<file path="config.mk">
export PLATFORM = sky130hd
export DESIGN_NAME = cpp_tbl_ctrl
export DESIGN_NICKNAME = d
export VERILOG_FILES = /design/src/hdl/assert_macros.svh /design/src/hdl/cpp_tbl_pkg.sv /design/src/hdl/cpp_tbl_ctrl.sv
export SDC_FILE = /design/constraint.sdc
export NUM_CORES = 1
export LEC_CHECK = 0
export BUFFER_PORTS_ARGS = -buffer_cell sky130_fd_sc_hd__buf_2
export CAP_MARGIN = 25
export CORE_MARGIN = 5
export CORE_UTILIZATION = 46
export CTS_CLUSTER_DIAMETER = 100
export DETAILED_ROUTE_END_ITERATION = 10
export GPL_TIMING_DRIVEN = 0
export HOLD_SLACK_MARGIN = 0.15
export PLACE_DENSITY = 0.77
export SLEW_MARGIN = 20
export SYNTH_ARGS = -nofsm -noshare
export SYNTH_HDL_FRONTEND = slang
export SYNTH_SLANG_ARGS = --single-unit
</file>
<file path="constraint.sdc">
create_clock -name clk_i -period 2 [get_ports clk_i]
set_input_delay 0 -clock clk_i [delete_from_list [all_inputs] [get_ports clk_i]]
set_output_delay 0 -clock clk_i [all_outputs]
set_load 0.01 [all_outputs]
</file>
<file path="src/hdl/assert_macros.svh">
// Assertion macros for the profiler table.
`ifndef ASSERT_MACROS_SVH
`define ASSERT_MACROS_SVH
`define ASSERT_IMPL(label, ante, cons) \
  label: assert property (@(posedge clk_i) disable iff (!rst_ni) (ante) |-> (cons)) \
    else $error("assertion failed");
`define ASSERT_NEXT(label, ante, cons) \
  label: assert property (@(posedge clk_i) disable iff (!rst_ni) (ante) |=> (cons)) \
    else $error("assertion failed");
`endif

</file>
<file path="src/hdl/cpp_tbl_pkg.sv">
// Package: payload types, mode and status codes, controller command and status structs.
package cpp_tbl_pkg;
  localparam int unsigned TableSlots = 2048;
  localparam logic [31:0] FnvMult = 32'd16777619;
  localparam logic [31:0] RootSeed = 32'd16777619;

  localparam logic [1:0] ModeEnter = 2'd0;
  localparam logic [1:0] ModeLeave = 2'd1;
  localparam logic [1:0] ModeRead  = 2'd2;

  localparam logic [1:0] StatOk    = 2'd0;
  localparam logic [1:0] StatFull  = 2'd1;
  localparam logic [1:0] StatNoOpen = 2'd2;

  typedef struct packed {
    logic [1:0]  mode;
    logic [31:0] scope_hash;
    logic [15:0] scope_tag;
    logic [63:0] elapsed_time;
    logic [10:0] read_index;
  } in_word_t;

  typedef struct packed {
    logic [11:0] entry_index;
    logic [11:0] parent_entry;
    logic        created;
    logic [1:0]  status;
    logic        occupied;
    logic [15:0] tag_out;
    logic [63:0] max_time;
    logic [63:0] total_time;
    logic [63:0] square_sum;
    logic [31:0] hit_count;
  } out_word_t;

  typedef struct packed {
    logic load_in;
    logic seed_rd;
    logic hash_step;
    logic probe_rd;
    logic probe_adv;
    logic create;
    logic leave_rd;
    logic sq_mul;
    logic leave_wr;
    logic rd_slot;
    logic finish;
    logic [1:0] fin_status;
    logic fin_created;
    logic clr_step;
  } dp_cmd_t;

  typedef struct packed {
    logic [1:0] mode;
    logic cur_open;
    logic hash_done;
    logic probe_hit;
    logic probe_free;
    logic table_full;
    logic leave_ok;
    logic clr_done;
  } dp_stat_t;
endpackage

</file>
<file path="src/hdl/cpp_tbl_ctrl.sv">
// Controller: sequences clear, enter, leave and read operations and the output handshake.
module cpp_tbl_ctrl (
  input  logic                 clk_i,
  input  logic                 rst_ni,
  input  logic                 in_valid_i,
  output logic                 in_ready_o,
  output logic                 out_valid_o,
  input  logic                 out_ready_i,
  input  cpp_tbl_pkg::dp_stat_t stat_i,
  output cpp_tbl_pkg::dp_cmd_t  cmd_o
);
  import cpp_tbl_pkg::*;
  localparam logic [3:0] SClr = 4'd0, SIdle = 4'd1, SDisp = 4'd2, SHash = 4'd3,
                         SProbe = 4'd4, SCheck = 4'd5, SLvRd = 4'd6, SLvChk = 4'd7,
                         SLvWr = 4'd8, SFin = 4'd9, SRep = 4'd10, SOut = 4'd11;
  logic [3:0] state_q, state_d;
  logic [1:0] st_q, st_d;
  logic cr_q, cr_d;

  always_comb begin
    state_d = state_q;
    st_d = st_q;
    cr_d = cr_q;
    cmd_o = '0;
    cmd_o.fin_status = st_q;
    cmd_o.fin_created = cr_q;
    in_ready_o = 1'b0;
    out_valid_o = 1'b0;
    case (state_q)
      SClr: begin
        cmd_o.clr_step = 1'b1;
        if (stat_i.clr_done) begin
          cmd_o.clr_step = 1'b0;
          state_d = SIdle;
        end
      end
      SIdle: begin
        in_ready_o = 1'b1;
        if (in_valid_i) begin
          cmd_o.load_in = 1'b1;
          st_d = StatOk;
          cr_d = 1'b0;
          state_d = SDisp;
        end
      end
      SDisp: begin
        case (stat_i.mode)
          ModeEnter: begin
            cmd_o.seed_rd = 1'b1;
            state_d = SHash;
          end
          ModeLeave: begin
            if (stat_i.cur_open) begin
              cmd_o.leave_rd = 1'b1;
              cmd_o.sq_mul = 1'b1;
              state_d = SLvChk;
            end else begin
              st_d = StatNoOpen;
              state_d = SFin;
            end
          end
          default: state_d = SFin;
        endcase
      end
      SHash: begin
        cmd_o.hash_step = 1'b1;
        if (stat_i.hash_done) begin
          cmd_o.hash_step = 1'b0;
          cmd_o.probe_rd = 1'b1;
          state_d = SCheck;
        end
      end
      SProbe: begin
        cmd_o.probe_rd = 1'b1;
        state_d = SCheck;
      end
      SCheck: begin
        if (stat_i.probe_hit) state_d = SFin;
        else if (!stat_i.probe_free) begin
          cmd_o.probe_adv = 1'b1;
          state_d = SProbe;
        end else if (stat_i.table_full) begin
          st_d = StatFull;
          state_d = SFin;
        end else begin
          cmd_o.create = 1'b1;
          cr_d = 1'b1;
          state_d = SFin;
        end
      end
      SLvChk: begin
        if (stat_i.leave_ok) state_d = SLvWr;
        else begin
          st_d = StatNoOpen;
          state_d = SFin;
        end
      end
      SLvWr: begin
        cmd_o.leave_wr = 1'b1;
        state_d = SFin;
      end
      SFin: begin
        cmd_o.finish = 1'b1;
        state_d = SRep;
      end
      SRep: state_d = SOut;
      SOut: begin
        out_valid_o = 1'b1;
        if (out_ready_i) state_d = SIdle;
      end
      default: state_d = SIdle;
    endcase
  end

  always_ff @(posedge clk_i or negedge rst_ni) begin
    if (!rst_ni) begin
      state_q <= SClr;
      st_q <= StatOk;
      cr_q <= 1'b0;
    end else begin
      state_q <= state_d;
      st_q <= st_d;
      cr_q <= cr_d;
    end
  end
endmodule

</file>
Word level (Yosys, flattened, before mapping)
Index checks and enable logic that the tools add are counted.

storage, ports and cells
  flip-flop bits (word level) = 7

cells by class
  equal/unequal tests = 22
  reduce and logical (&&, ||, !) cells = 7
  mux-type cells = 44

operator list
  operator            count
  $pmux 4 s11         1
  $mux 4              7
  $mux 2              13
  $ne 2x2->1 const B  10
  $mux 1              19
  $eq 4x4->1 const B  4
  $eq 4x3->1 const B  3
  $eq 4x2->1 const B  2
  $pmux 2 s4          1
  $pmux 4 s2          1
  $reduce_and 8->1    1
  $reduce_and 5->1    1
  $eq 4x1->1 const B  1
  $logic_not 4->1     1
  $pmux 1 s2          2
  $reduce_and 4->1    1
  $reduce_bool 4->1   1
  $eq 2x1->1 const B  1
  $logic_not 2->1     1
  $ne 2x1->1 const B  1
  $reduce_bool 2->1   1

Logic depth before layout (Yosys ltp)
  depth after elaboration = 4
  gate-level depth with buffers = 6

Least setup slack after synthesis
OpenSTA, ideal clock, no wires.

  kind = register to register
  start = register state_q[3]
  end = register st_q[0]
  clock period less this slack = 1.436 ns
  setup slack = 0.564 ns
  data arrival time = 1.311 ns
  library setup time = 0.125 ns
  stages on the path, launching flop included = 7
  required time = 1.875 ns
  buffers on the path = 1
  path through = dfrtp_1 > buf_4 > nand2b_1 > o21ai_1 > nor2_2 > o21ai_2 > mux2_4

between the ends
  word-level cells in the longest chain between the ends = 3

RTL lines
  element                                              RTL line             RTL
  start: declaration                                   cpp_tbl_ctrl.sv:16   logic [3:0] state_q, state_d;
  start signal: assignment                             cpp_tbl_ctrl.sv:117  state_q <= SClr;
  start signal: assignment                             cpp_tbl_ctrl.sv:121  state_q <= state_d;
  $eq 4x2->1 (tied with other cells)                   cpp_tbl_ctrl.sv:29   case (state_q)
  $ne 2x1->1 (no source line) (tied with other cells)  --
  $reduce_and 8->1 (no source line)                    --
  end signal: assignment                               cpp_tbl_ctrl.sv:118  st_q <= StatOk;
  end signal: assignment                               cpp_tbl_ctrl.sv:122  st_q <= st_d;
  end: declaration                                     cpp_tbl_ctrl.sv:17   logic [1:0] st_q, st_d;

Several ways; a longest one is shown, not always the timed one.
A chain may end at the register's enable or synchronous reset.

Worst setup path after layout
  start = register state_q[0]
  end = register cr_q

between the ends
  word-level cells in the longest chain between the ends = 3

RTL lines
  element                                                                  RTL line             RTL
  $eq 4x3->1 / $eq 4x1->1 (equally long branches)                          cpp_tbl_ctrl.sv:29
  $ne 2x2->1 (no source line) / $reduce_bool 2->1 (equally long branches)  --
  $reduce_and 5->1 (no source line)                                        --
  end signal: assignment                                                   cpp_tbl_ctrl.sv:123  cr_q <= cr_d;
  end: declaration                                                         cpp_tbl_ctrl.sv:18   logic cr_q, cr_d;

Several ways; a longest one is shown, not always the timed one.

==> impl_metrics.env <==
export IMPL_synth_area_leaders="dfrtp_1, nor2_1, buf_4, a21oi_1, nand2_1"
export IMPL_hold_violations=0
export IMPL_netlist_area_leader_share_pct=24.4
export IMPL_drt_iter0_drc=29
export IMPL_status="complete, no violations"
export IMPL_grt_max_degree=11
export IMPL_whs_ns=0.171
export IMPL_cts_tree="built"
export IMPL_synth_fp_nets=109
export IMPL_die_height_um=49.5
export IMPL_n_fill_cell=139
export IMPL_grt_overflow=0
export IMPL_num_vias=807
export IMPL_hold_end="state_q[1]$_DFFE_PN0P_"
export IMPL_via_per_inst=5.34
export IMPL_syn_avg_cell_area_um2=7.48
export IMPL_wl_mm=1.95
export IMPL_r2r_start="state_q[0]$_DFFE_PN0P_"
export IMPL_synth_edf_count=0
export IMPL_cts_max_path_buffers=2
export IMPL_startpoint_type="register"
export IMPL_skew_ns=0.00508
export IMPL_cts_max_level=1
export IMPL_ys_ff_latch=7
export IMPL_avgRoutedWirePerCell_um=12.9
export IMPL_synthTopCellsByCount="nor2_1, nand2_1, a21oi_1"
export IMPL_min_from="stat_i[8]"
export IMPL_reg2regPathDepth=7
export IMPL_drive_gt1_share_pct=38.5
export IMPL_hold_path_class="in2reg"
export IMPL_ant_nets=0
export IMPL_antenna_cells=0
export IMPL_r2r_end="cr_q$_DFFE_PN0P_"
export IMPL_cellPowerDensity_mw_per_mm2=1430
export IMPL_port_buffers=28
export IMPL_nNetsFinal=149
export IMPL_path_clk_slew_ns=0.05
export IMPL_cp_arrival_ns=2.08
export IMPL_rsz0062_at_grt="false"
export IMPL_coreArea_mm2=0.00149
export IMPL_yosysWarnings=0
export IMPL_die_area_mm2=0.00245
export IMPL_grt_pass1_vias=720
export IMPL_timing_setup_critical_path_class="reg2reg"
export IMPL_grt_pass1_wl_mm=3.09
export IMPL_crit_fanout=10
export IMPL_crit_path_end_kind="register"
export IMPL_cts_made_buffers=3
export IMPL_ys_async_sr_fraction_pct=100
export IMPL_setup_viol=0
export IMPL_finalSetupTns_ns=0
export IMPL_area_growth_pct=36.1
export IMPL_dr_pass1_iters=4
export IMPL_final_max_slew_viol_count=0
export IMPL_clock_root_buffer="clkbuf_4"
export IMPL_drc_errors=0
export IMPL_p_leak_nw=0.500
export IMPL_p_total_mw=1.40
export IMPL_clock_latency_ns=0.26
export IMPL_period_share_pct=94.3
export IMPL_grt_use_total_pct=15.9
export IMPL_place_detailed_hpwl_mm=1.46
export IMPL_fmax_mhz=530
export IMPL_drv_cap=0
export IMPL_synth_cells=96
export IMPL_layout_min_cycle_time_ns=1.89
export IMPL_row_count=14
export IMPL_start_util_pct=48.2
export IMPL_yosysUniqueCellTypes=34
export IMPL_syn_area_um2=718
export IMPL_min_delay_path_depth=4
export IMPL_io_pins=30
export IMPL_peakVddDrop_mv=0.748
export IMPL_cp_required_ns=2.20
export IMPL_ys_seq_area_share_pct=24.4
export IMPL_antenna_found_initial=0
export IMPL_synth_most_common_cell="nor2_1"
export IMPL_cts_sinks=7
export IMPL_ys_flop_type="dfrtp_1"
export IMPL_finalWeightedCongestion=0.882
export IMPL_r2r_slack_ns=0.11
export IMPL_synth_top_area_cell="dfrtp_1"
export IMPL_die_w_um=49.5
critical path, stage by stage, from the launching register on:
cell and delay (ns):
dfrtp_1 0.34, buf_4 0.18, buf_4 0.19, nand2_1 0.15, nor4_1 0.26, nor2_1 0.06
nor2_1 0.09, dlygate4sd3_1 0.56
what timing repair did:
| action | CTS | global route |
|---|---|---|
| endpoints found under the hold margin | 10 | 0 |
| buffers inserted | 0 | 0 |
| endpoints found under the setup margin | 0 | 1 |
| hold buffers | 7 | 0 |
| gates resized for setup | 0 | 1 |
power breakdown:
group	total, mW	internal, mW	switching (mW)
sequential	0.230	0.206	0.0241
combinational	1.04	0.460	0.577
clock	0.133	0.0764	0.0568
cell type report:
cell class / count / area, um^2 / share of cell area (%)
clock buffers: 4 / 26.3 / 2.69
plain buffers: 11 / 78.8 / 8.07
repair buffers: 35 / 210 / 21.5
well taps: 16 / 20.0 / 2.05
inverters: 4 / 15.0 / 1.54
flip-flops and latches: 7 / 175 / 17.9
multi-input cells: 74 / 452 / 46.2
per-stage QoR:
stage | instance area [um^2] | std cells | utilization [%] | worst slack, ns
floorplan | 718 | 96 | - | 0.564
finish | 977 | 151 | 65.6 | 0.115
global placement | 878 | 140 | 59.0 | 0.491
detailed placement | 878 | 140 | 59.0 | 0.476
global route | 977 | 151 | 65.6 | 0.0265
CTS | 975 | 151 | 65.5 | 0.153
registers in the layout, indices dropped and copies added, names as in the netlist:
signal,flops
st_q,2
state_q,4
cr_q,1
cells by family (layout without fill, tap and decap cells):
logic type / count (synthesis) / in the layout / synth area share, %
buffers and inverters: 15 / 54 / 12.7
other: 1 / 1 / 0.522
AO/OA/AOI/OAI: 24 / 24 / 24.2
multiplexers: 3 / 3 / 5.75
flip-flops: 7 / 7 / 24.4
AND/OR/NAND/NOR: 46 / 46 / 32.4
how the worst max path moves through the flow:
stage	endpoint	startpoint	slack [ns]	depth (start not counted)
3_3_place_gp	st_q[0]$_DFFE_PN0P_	state_q[3]$_DFFE_PN0P_	0.49	6
3_5_place_dp	st_q[0]$_DFFE_PN0P_	state_q[3]$_DFFE_PN0P_	0.48	6
5_1_grt	state_q[3]$_DFFE_PN0P_	state_q[1]$_DFFE_PN0P_	0.03	7
6_report	cr_q$_DFFE_PN0P_	state_q[0]$_DFFE_PN0P_	0.11	7
2_1_floorplan	st_q[0]$_DFFE_PN0P_	state_q[3]$_DFFE_PN0P_	0.56	6
4_1_cts	cr_q$_DFFE_PN0P_	state_q[0]$_DFFE_PN0P_	0.15	7
layer usage:
layer / part of all wire (%) / vias up / GRT usage (%) / wire, um
li1: - / 404 / - / -
met1: 43 / 355 / 20.9 / 845
met2: 47 / 46 / 24.9 / 920
met3: 8.0 / 2 / 3.61 / 155
met4: 1.3 / 0 / 6.55 / 25
met5: 0 / - / 0 / 0
cells in the final DEF (no fill, tap or decap), drive strengths merged, types with 3 or more instances in the layout:
cell type | synthesis | final
a21oi | 8 | 8
nand2b | 4 | 4
nor3 | 3 | 3
dlygate4sd3 | 0 | 7
nor2 | 17 | 17
nor2b | 4 | 4
o21ai | 7 | 7
inv | 4 | 4
dfrtp | 7 | 7
clkbuf | 0 | 5
nor4 | 4 | 4
mux2 | 3 | 3
nand2 | 10 | 10
buf | 11 | 38
Note: power is estimated with default switching activity, not from simulation.
